--- config.mk ---
export PLATFORM = sky130hd
export DESIGN_NAME = timed_event_table_top
export DESIGN_NICKNAME = d
export VERILOG_FILES = /design/src/rtl/tet_pkg.sv /design/src/rtl/tet_cell.sv /design/src/rtl/timed_event_table_top.sv
export VERILOG_INCLUDE_DIRS = /design/src /design/src/rtl
export SDC_FILE = /design/constraint.sdc
export NUM_CORES = 2
export LEC_CHECK = 0
export BUFFER_PORTS_ARGS = -buffer_cell sky130_fd_sc_hd__buf_4
export CORE_MARGIN = 3
export CORE_UTILIZATION = 35
export DETAILED_ROUTE_END_ITERATION = 10
export SYNTH_ARGS = -nofsm -noshare
export SYNTH_HDL_FRONTEND = slang
export SYNTH_SLANG_ARGS = --single-unit
--- constraint.sdc ---
create_clock -name clk -period 5.85 [get_ports clk]
set_input_delay 0.8775 -clock clk [delete_from_list [all_inputs] [get_ports clk]]
set_output_delay 0.8775 -clock clk [all_outputs]
set_load 0.01 [all_outputs]
--- src/rtl/timed_event_table_top_macros.svh ---
// Assertion macros shared by the timed event table RTL.
`ifndef TIMED_EVENT_TABLE_TOP_MACROS_SVH
`define TIMED_EVENT_TABLE_TOP_MACROS_SVH

// Property checked on every rising clock edge while out of reset.
`define TET_ASSERT(lbl, prop, msg) \
  lbl: assert property (@(posedge clk) disable iff (!rst_n) (prop)) else $error(msg);

// Condition that must never be seen while out of reset.
`define TET_NEVER(lbl, cond, msg) \
  `TET_ASSERT(lbl, !(cond), msg)

`endif

--- src/rtl/tet_pkg.sv ---
// Types, codes and helper functions for the timed event table.
`timescale 1ns / 1ps

package tet_pkg;

  // Default number of event slots, one cell per slot.
  localparam int EVENT_SLOTS_DEF = 32;

  // Field widths of one word.
  localparam int LIGHT_IN_W = 6;
  localparam int LIGHT_W    = 5;
  localparam int DAY_W      = 4;
  localparam int MINUTE_W   = 11;
  localparam int TODAY_W    = 3;
  localparam int STATUS_W   = 2;

  // Request codes.
  typedef enum logic [1:0] {
    MODE_ON     = 2'd0,
    MODE_OFF    = 2'd1,
    MODE_REMOVE = 2'd2,
    MODE_TICK   = 2'd3
  } mode_t;

  // Status codes reported in status and done words.
  localparam logic [STATUS_W-1:0] ST_OK     = 2'd0;
  localparam logic [STATUS_W-1:0] ST_BAD_ID = 2'd1;
  localparam logic [STATUS_W-1:0] ST_FULL   = 2'd2;

  // Day codes beyond the plain days of the week.
  localparam logic [DAY_W-1:0] DAY_EVERY   = 4'd7;
  localparam logic [DAY_W-1:0] DAY_WEEKDAY = 4'd8;
  localparam logic [DAY_W-1:0] DAY_WEEKEND = 4'd9;

  // Plain day numbers used by the weekend test.
  localparam logic [TODAY_W-1:0] SUNDAY   = 3'd0;
  localparam logic [TODAY_W-1:0] SATURDAY = 3'd6;

  // Request broadcast to every cell while a word is being processed.
  typedef struct packed {
    mode_t                 mode;
    logic [LIGHT_IN_W-1:0] light;
    logic [DAY_W-1:0]      day;
    logic [MINUTE_W-1:0]   minute;
    logic [TODAY_W-1:0]    today;
    logic [MINUTE_W-1:0]   now;
  } req_t;

  // True when a stored day code fires on the given day of the week.
  function automatic logic day_matches(logic [DAY_W-1:0] code, logic [TODAY_W-1:0] today);
    logic m;
    m = (code == DAY_EVERY) || (code == {1'b0, today});
    if ((code == DAY_WEEKEND) && ((today == SUNDAY) || (today == SATURDAY))) begin
      m = 1'b1;
    end
    if ((code == DAY_WEEKDAY) && (today inside {[3'd1:3'd5]})) begin
      m = 1'b1;
    end
    return m;
  endfunction

endpackage

--- src/rtl/tet_cell.sv ---
// One event slot of the table, acting when the scan token passes through it.
`timescale 1ns / 1ps

module tet_cell (
  input  logic                         clk,
  input  logic                         rst_n,
  input  logic                         step,
  input  logic                         tok_i,
  input  logic                         claim_i,
  input  tet_pkg::req_t                req,
  output logic                         tok_o,
  output logic                         claim_o,
  output logic                         hit_o,
  output logic [tet_pkg::LIGHT_W-1:0]  hit_light_o,
  output logic                         hit_on_o
);
  import tet_pkg::*;

  logic                 tok_r;
  logic                 claim_r;
  logic                 used_r;
  logic [LIGHT_W-1:0]   light_r;
  logic [DAY_W-1:0]     day_r;
  logic [MINUTE_W-1:0]  minute_r;
  logic                 is_on_r;
  logic                 sched;
  logic                 take;
  logic                 kill;

  // Decode what this slot does while it holds the token.
  always_comb begin
    sched = (req.mode == MODE_ON) || (req.mode == MODE_OFF);
    take  = tok_r && sched && !claim_r && !used_r;
    kill  = tok_r && (req.mode == MODE_REMOVE) && used_r &&
            (req.light == {1'b0, light_r}) && (req.day == day_r) &&
            (req.minute == minute_r);
    hit_o = tok_r && (req.mode == MODE_TICK) && used_r &&
            day_matches(day_r, req.today) && (minute_r == req.now);
  end

  assign tok_o       = tok_r;
  assign claim_o     = claim_r || take;
  assign hit_light_o = light_r;
  assign hit_on_o    = is_on_r;

  // Token and claim flag move on to the next cell on each step.
  always_ff @(posedge clk) begin
    if (!rst_n) begin
      tok_r   <= 1'b0;
      claim_r <= 1'b0;
      used_r  <= 1'b0;
    end else if (step) begin
      tok_r   <= tok_i;
      claim_r <= claim_i;
      if (take) begin
        used_r <= 1'b1;
      end else if (kill) begin
        used_r <= 1'b0;
      end
    end
  end

  // Slot contents are written only when the slot is claimed.
  always_ff @(posedge clk) begin
    if (step && take) begin
      light_r  <= req.light[LIGHT_W-1:0];
      day_r    <= req.day;
      minute_r <= req.minute;
      is_on_r  <= (req.mode == MODE_ON);
    end
  end

endmodule

--- src/rtl/timed_event_table_top.sv ---
// Top level of the timed event table: request control, cell chain and output register.
`timescale 1ns / 1ps
//
//  Channel | Direction | Handshake              | Carries
//  in_     | slave     | in_tvalid / in_tready  | one request word
//  out_    | master    | out_tvalid / out_tready| status, command and done words
//
//  A request token walks the chain one cell per cycle unless a held tick command stalls it;
//  a schedule, remove or tick word is finished before the next word can be taken.
//  A schedule word with a light above 31 skips the chain and goes straight to its done word.
//  Each light command of a tick holds the chain while the output register is still full.
//  Reset is synchronous and clears all slot used marks at once; no clearing pass.
//  A finished word may wait in the output register while the next request is accepted.

module timed_event_table_top #(
  parameter int EVENT_SLOTS = tet_pkg::EVENT_SLOTS_DEF
) (
  input  logic        clk,
  input  logic        rst_n,
  // in_tdata, lowest bit up: light_id[5:0], day_code[9:6], minute_of_day[20:10],
  // today[23:21], now_minute[34:24], zero fill[39:35]
  input  logic [39:0] in_tdata,
  // in_tuser: mode[1:0]
  input  logic [1:0]  in_tuser,
  input  logic        in_tvalid,
  output logic        in_tready,
  // out_tdata, lowest bit up: status[1:0], cmd_light[6:2], turn_on[7]
  output logic [7:0]  out_tdata,
  // out_tuser: kind[0]
  output logic        out_tuser,
  output logic        out_tlast,
  output logic        out_tvalid,
  input  logic        out_tready
);
  import tet_pkg::*;
  `include "timed_event_table_top_macros.svh"

  typedef enum logic [1:0] {
    S_IDLE,
    S_SCAN,
    S_DONE
  } state_t;

  state_t                state_r;
  req_t                  req_r;
  req_t                  req_in;
  logic [STATUS_W-1:0]   fin_status_r;
  logic                  out_valid_r;
  logic [7:0]            out_data_r;
  logic                  out_kind_r;
  logic                  out_last_r;

  logic                  accept;
  logic                  in_sched;
  logic                  bad_id;
  logic                  start;
  logic                  can_load;
  logic                  out_load;
  logic                  step;
  logic                  hit_any;
  logic [LIGHT_W-1:0]    hit_light;
  logic                  hit_on;

  logic [EVENT_SLOTS-1:0] tok;
  logic [EVENT_SLOTS-1:0] claim;
  logic [EVENT_SLOTS-1:0] hit;
  logic [LIGHT_W-1:0]     cell_light [EVENT_SLOTS];
  logic [EVENT_SLOTS-1:0] cell_on;

  // Unpack the request word.
  always_comb begin
    req_in.mode   = mode_t'(in_tuser);
    req_in.light  = in_tdata[5:0];
    req_in.day    = in_tdata[9:6];
    req_in.minute = in_tdata[20:10];
    req_in.today  = in_tdata[23:21];
    req_in.now    = in_tdata[34:24];
  end

  assign in_tready = (state_r == S_IDLE);
  assign accept    = in_tvalid && in_tready;
  assign in_sched  = (req_in.mode == MODE_ON) || (req_in.mode == MODE_OFF);
  assign bad_id    = in_sched && req_in.light[LIGHT_IN_W-1];
  assign start     = accept && !bad_id;
  assign can_load  = !out_valid_r || out_tready;
  assign step      = !hit_any || can_load;

  // The output register takes either a light command or the final status word.
  assign out_load  = ((state_r == S_SCAN) && hit_any && can_load) ||
                     ((state_r == S_DONE) && can_load);

  // Row of slot cells; the token and claim flag ripple one cell per step.
  for (genvar k = 0; k < EVENT_SLOTS; k++) begin : g_cell
    logic tok_in;
    logic claim_in;
    if (k == 0) begin : g_head
      assign tok_in   = start;
      assign claim_in = 1'b0;
    end else begin : g_body
      assign tok_in   = tok[k-1];
      assign claim_in = claim[k-1];
    end
    tet_cell u_cell (
      .clk         (clk),
      .rst_n       (rst_n),
      .step        (step),
      .tok_i       (tok_in),
      .claim_i     (claim_in),
      .req         (req_r),
      .tok_o       (tok[k]),
      .claim_o     (claim[k]),
      .hit_o       (hit[k]),
      .hit_light_o (cell_light[k]),
      .hit_on_o    (cell_on[k])
    );
  end

  // At most one cell holds the token, so the hit select is a plain OR.
  always_comb begin
    hit_light = '0;
    hit_on    = 1'b0;
    for (int k = 0; k < EVENT_SLOTS; k++) begin
      if (hit[k]) begin
        hit_light = hit_light | cell_light[k];
        hit_on    = hit_on | cell_on[k];
      end
    end
    hit_any = |hit;
  end

  // Request register.
  always_ff @(posedge clk) begin
    if (accept) begin
      req_r <= req_in;
    end
  end

  // Sequencer and output register.
  always_ff @(posedge clk) begin
    if (!rst_n) begin
      state_r      <= S_IDLE;
      out_valid_r  <= 1'b0;
      fin_status_r <= ST_OK;
      out_data_r   <= '0;
      out_kind_r   <= 1'b0;
      out_last_r   <= 1'b0;
    end else begin
      if (out_load) begin
        out_valid_r <= 1'b1;
      end else if (out_tready) begin
        out_valid_r <= 1'b0;
      end
      case (state_r)
        S_IDLE: begin
          if (accept) begin
            fin_status_r <= bad_id ? ST_BAD_ID : ST_OK;
            state_r      <= bad_id ? S_DONE : S_SCAN;
          end
        end
        S_SCAN: begin
          if (hit_any && can_load) begin
            out_data_r  <= {hit_on, hit_light, ST_OK};
            out_kind_r  <= 1'b1;
            out_last_r  <= 1'b0;
          end
          if (step && tok[EVENT_SLOTS-1]) begin
            if (((req_r.mode == MODE_ON) || (req_r.mode == MODE_OFF)) &&
                !claim[EVENT_SLOTS-1]) begin
              fin_status_r <= ST_FULL;
            end
            state_r <= S_DONE;
          end
        end
        S_DONE: begin
          if (can_load) begin
            out_data_r  <= {1'b0, {LIGHT_W{1'b0}}, fin_status_r};
            out_kind_r  <= 1'b0;
            out_last_r  <= 1'b1;
            state_r     <= S_IDLE;
          end
        end
        default: begin
          state_r <= S_IDLE;
        end
      endcase
    end
  end

  assign out_tvalid = out_valid_r;
  assign out_tdata  = out_data_r;
  assign out_tuser  = out_kind_r;
  assign out_tlast  = out_last_r;

  // Checks on the token chain and the sequencer.
  `TET_ASSERT(a_tok_onehot, $onehot0(tok), "more than one cell holds the token")
  `TET_ASSERT(a_idle_no_tok, (state_r != S_SCAN) |-> (tok == '0), "token outside a scan")
  `TET_NEVER(a_hit_outside_scan, hit_any && (state_r != S_SCAN), "command hit outside a scan")
  `TET_ASSERT(a_start_enters, start |=> (tok[0] && (state_r == S_SCAN)), "token not injected")

endmodule

* Word level (Yosys, flattened, before mapping) *
Cells that the tools add are included.

storage, ports and cells
  flip-flop bits (word level) = 819
  latch bits = 0
  bits in writable memories = 0
  memory bits (read-only) = 0
  bits of input ports = 46
  output and inout bits = 12
  logic and storage cells = 1480
  memories = 0

cells by class
  add/sub/neg operators = 0
  multiply operators = 0
  div/mod/pow operators = 0
  order comparisons = 2
  equal/unequal tests = 268
  shift operators = 0
  muxes and demuxes = 213
  bitwise logic cells = 62
  reductions and logical operators = 700

operator list
  kind                number
  $eq 11x11->1        64
  $logic_and 1x1->1   489
  $eq 4x4->1 const B  64
  $eq 6x5->1          32
  $mux 1              167
  $mux 5              32
  $or 5x5->5          31
  $eq 4x3->1          32
  $eq 4x3->1 const B  32
  $eq 4x4->1          32
  $reduce_bool 2->1   35
  $logic_or 1x1->1    69
  $logic_not 1->1     67
  $reduce_and 2->1    32
  $reduce_or 32->1    1
  $or 1x1->1          31
  $mux 8              2
  $pmux 8 s2          1
  $mux 2              7
  $ne 2x1->1 const B  4
  $eq 2x1->1 const B  3
  $eq 2x2->1 const B  3
  $logic_not 2->1     3
  $pmux 2 s3          1
  other kinds (9)     11

* Logic depth before layout (Yosys ltp) *
  depth in word-level cells = 72
  gate-level depth with buffers = 15

* Modules after synthesis *
A second synthesis with hierarchy kept.

unflattened totals
  cells, all modules = 3516
  area total of the unflattened synthesis = 43399.1 µm²

modules (own cells, without submodules)
  module                 times used  cells each  area an instance (µm²)  seq. area each (µm²)
  tet_cell               32          102         1267.5                  690.7
  timed_event_table_top  1           252         2840.2                  1411.4

* Worst setup path after synthesis *
OpenSTA, ideal clock, no wires.

  path kind = register to register
  start point = register req_r[36] (netlist name)
  end point = register g_cell[16].u_cell.day_r[0] (enable)
  library setup time = 467 ps
  arrival time = 3444 ps
  data required time = 5383 ps
  slack = 1939 ps
  cell stages (with the launch flop) = 5
  cells stage by stage = edfxtp_1 -> clkbuf_1 -> clkbuf_1 -> clkbuf_1 -> nor4b_1

on the way
  cells in the longest elaborated chain, start to end = 9

RTL lines
  element                          line                          RTL
  from (decl)                      timed_event_table_top.sv:45   req_t req_r;
  from (signal assigned)           timed_event_table_top.sv:134  req_r <= req_in;
  $eq 2x2->1                       tet_cell.sv:37                hit_o = tok_r && (req.mode == MODE_TICK) && used_r &&
  $logic_and 1x1->1 (3 in series)  tet_cell.sv:37
  $logic_and 1x1->1                tet_cell.sv:38                day_matches(day_r, req.today) && (minute_r == req.now);
  $reduce_or 32->1                 timed_event_table_top.sv:128  hit_any = |hit;
  $logic_not 1->1                  timed_event_table_top.sv:86   assign step = !hit_any || can_load;
  $logic_or 1x1->1                 timed_event_table_top.sv:86
  $logic_and 1x1->1 *              tet_cell.sv:65                if (step && take) begin
  to (signal assigned)             tet_cell.sv:67                day_r <= req.day;
  to (decl)                        tet_cell.sv:23                logic [DAY_W-1:0] day_r;

Every way passes the cells marked *; elsewhere a longest branch is shown, timed or not.
A chain may end at the register's enable or synchronous reset.

* Final worst setup path *
  start point = register req_r[12] (netlist name)
  end point = register g_cell[25].u_cell.tok_r

on the way
  cells in the longest elaborated chain, start to end = 10

RTL lines
  element                                             line                          RTL
  branches (longest 7 deep; another with $ge 3x1->1)  --
  $reduce_or 32->1 *                                  timed_event_table_top.sv:128
  $logic_not 1->1 *                                   timed_event_table_top.sv:86
  $logic_or 1x1->1 *                                  timed_event_table_top.sv:86
  to (signal assigned)                                tet_cell.sv:53                tok_r <= tok_i;
  to (decl)                                           tet_cell.sv:19                logic tok_r;

Every way passes the cells marked *.

==> results.yml <==
clock_network:
  htree_levels: 3
  cts_buffers: 87
  cts_hold_buf: 0
  cts-root-buf: "clkbuf_16"
  cts_tree: "done"
  clk_pin_slew_worst_paths_ns: 0.06
  post-cts-setup-buffers: 0
  cts-resized-gates: 0
  clock_sinks: 819
  clockBufferDepth: 3
  clk_latency_ns: 0.66
synthesis:
  ys_seq_area_share_pct: 54.1
  synth_top_area_share_pct: 49.0
  synth_cells: 3546
  syn_nets: 3592
  synth_edf_count: 709
  ys.flop_type: "edfxtp_1"
  syn_area_sq_mm: 0.0435
  yosysWarnings: 0
  synth_cell_type_count: 77
  synth_top_area_cell: "edfxtp_1"
  postSynthAreaPerCell_sq_um: 12.3
  async_flop_share_pct: 0
  yosys_register_bits: 819
  ys_top_cells_by_area: "edfxtp_1 49%, xnor2_1 18%, dfxtp_1 5.1%"
critical_path:
  crit_chain: "or3_1 > buf_4 > nand2_1 > buf_4 > o21ai_0 > and3_1 > nor4_1 > and3_4 > a41oi_4 > buf_4 > mux2i_1 > nor2b_1"
  critPathTopFamily: "simple AND/OR/NAND/NOR gates"
  worstPathRequired_ns: 6.39
  r2r_end: "g_cell[25].u_cell.tok_o"
  cp_slowest_cell: "edfxtp_1"
  critPathMaxFanout: 64
  rrSetupSlack_ns: 0.84
  worstRegToRegCells: 12
  worstSetupStartpoint: "req_r[12]"
  crit_buf_inv: 3
  start_kind: "flip-flop"
  critical_path.reg2reg.startpoint: "req_r[12]"
  crit_end: "g_cell[25].u_cell.tok_o"
  crit_cells: 12
  criticalPathCategory: "flip-flop to flip-flop"
  end_kind: "flip-flop"
  critPathMostFrequentCell: "buf_4"
  cp.arrival_ns: 5.55
  max_stage_delay_ns: 1.04
power:
  pwr-share-seq_pct: 46.6
  p_sw_uw: 3520
  combPwrFrac_pct: 11.1
  swShare_pct: 25.3
  p_int_uw: 10400
  peakVddDrop_mv: 0.177
  power_density_mw_per_mm2: 282
  p_clk_share_pct: 42.3
  power.leakage_uw: 0.0147
timing:
  hold_violations: 0
  fmax_mhz: 200
  finalCritPeriodShare_pct: 85.6
  maxSlewViolCount: 0
  maxSlewHeadroom_pct: 13.4
  tightest_slew_ns: 1.30
  finalCriticalPeriod_ns: 5.01
  finalSetupViolCount: 0
  fin_tns_setup_ns: 0
  finClkSkew_ns: 0.0232
  rsz0062_at_grt: "no"
floorplanning:
  ios: 58
  coreArea_sq_mm: 0.123
  die_w_microns: 358
  rows: 128
  dieArea_sq_mm: 0.128
  start_util_pct: 35.5
  die_h_microns: 358
drt:
  firstDrtPassIters: 7
  wl_mm: 151
  avgRoutedWirePerCell_microns: 28.6
  drcViolationCount: 0
  drt_iter0_markers: 3801
  via_per_inst: 5.91
  route.vias.total: 31200
  ant_nets: 0
global_route:
  grt_pass1_vias: 29700
  grt_pass1_wl_mm: 215
  grt_usage_pct: 23.0
  grt_max_degree: 70
  grt_antenna_before_repair: 7
  grt.overflow.total: 0
finish:
  layout.nets: 3636
  final_cell_mix: "901 x xnor2_1, 709 x edfxtp_1, 330 x nand4_1"
  syn_to_final_growth_pct: 13.6
  drive_above_1_share_pct: 10.5
  final_common_cell: "xnor2_1"
  final_area_sq_mm: 0.0494
worst_hold_path:
  hp-class: "primary input to flip-flop"
flow_run:
  drv_cap: 0
placement:
  io_buffers: 52
  dp_hpwl_mm: 93.3
  place_congestion: 0.922
  placed_cell_area_sq_mm: 0.0463
run_status:
  outcome: "finished clean"
how the worst min path moves through the flow:
stage                     slack, ns           end       startpoint  cells after the start
after detailed placement       0.47  out_tdata[7]     out_tdata[7]                      2
final                          0.39     req_r[35]      in_tuser[0]                      1
after global routing           0.37     req_r[22]     in_tdata[18]                      1
after global placement         0.47     out_tlast        out_tlast                      1
after CTS                      0.36     req_r[18]     in_tdata[14]                      1
after floorplan                0.44  out_tdata[0]  fin_status_r[0]                      1
worst reg2reg max path: cells and delay by family, from the launching register on:
family / cells / cell delay (ns)
AOI/OAI and AO/OA: 2 / 0.56
and+or+nand+nor: 6 / 1.55
DFF: 1 / 1.04
muxes: 1 / 0.38
buffers and inverters: 3 / 1.34
kinds of logic after synthesis:
logic type / count (synthesis) / synth area share [%]
XOR/XNOR: 1050 / 21.2
AND/OR/NAND/NOR: 905 / 12.7
multiplexers: 32 / 0.737
flip-flops: 819 / 54.1
AO/OA/AOI/OAI: 455 / 8.23
buffers and inverters: 285 / 3.11
per-layer routing:
metal	up-vias	wire [microns]	GRT usage, %	part of all wire [%]
met3	372	14200	3.36	9.4
met4	6	7080	10.3	4.7
met5	-	44	0	0.029
met1	15700	61800	31.4	41
met2	1733	68300	36.1	45
li1	13500	-	-	-
power groups by stage:
stage / Combinational [uW] / Sequential (uW) / Clock, uW
finish: 1550 / 6490 / 5900
global route: 1610 / 6490 / 6200
CTS: 1530 / 6490 / 5970
detailed placement: 1520 / 6620 / 0
global placement: 1520 / 6620 / 0
floorplan: 901 / 6610 / 0
state kept, by name, summed over array words and instances (netlist names):
register and count:
g_cell.u_cell.minute_r 352, g_cell.u_cell.hit_light_o 160, g_cell.u_cell.day_r 128, req_r 37
g_cell.u_cell.hit_on_o 32, g_cell.u_cell.tok_o 32, g_cell.u_cell.used_r 32, g_cell.u_cell.claim_r 31
out_tdata 8, fin_status_r 2, state_r 2, out_tlast 1
out_tuser 1, out_tvalid 1
cells in the mapped netlist (29+ instances only):
| master | n |
|---|---|
| a2111oi_0 | 33 |
| a21oi_1 | 37 |
| a221oi_1 | 29 |
| a22oi_1 | 34 |
| and4_1 | 33 |
| buf_1 | 52 |
| buf_2 | 58 |
| clkbuf_1 | 78 |
| dfxtp_1 | 110 |
| edfxtp_1 | 709 |
| inv_1 | 57 |
| mux2i_1 | 32 |
| nand2_1 | 66 |
| nand2b_1 | 44 |
| nand4_1 | 330 |
| nor2_1 | 59 |
| nor2b_1 | 66 |
| nor3_1 | 50 |
| nor4_1 | 98 |
| nor4b_1 | 30 |
| o21a_1 | 40 |
| o21ai_0 | 39 |
| o311a_1 | 30 |
| xnor2_1 | 901 |
| xor2_1 | 149 |
metrics by stage:
step	setup WS (ns)	total power, uW	util [%]	instances	hold slack [ns]
after floorplan	1.94	7510	-	3546	0.442
after global placement	1.07	8140	37.8	5126	0.473
after detailed placement	1.03	8140	37.8	5126	0.475
after CTS	0.977	14000	40.3	5289	0.355
after global routing	0.670	14300	40.3	5289	0.369
final	0.844	13900	40.3	5290	0.390
cell type report:
cell class	instances	area, sq um
fill	11500	73100
sequential	819	23500
multi-input combinational	2442	18800
clock buffer	120	2590
tap	1625	2030
timing repair buffer	183	1760
clock inverter	43	445
inverter	57	214
antenna	1	2.50
No activity file was read; power rests on OpenSTA's default activity.
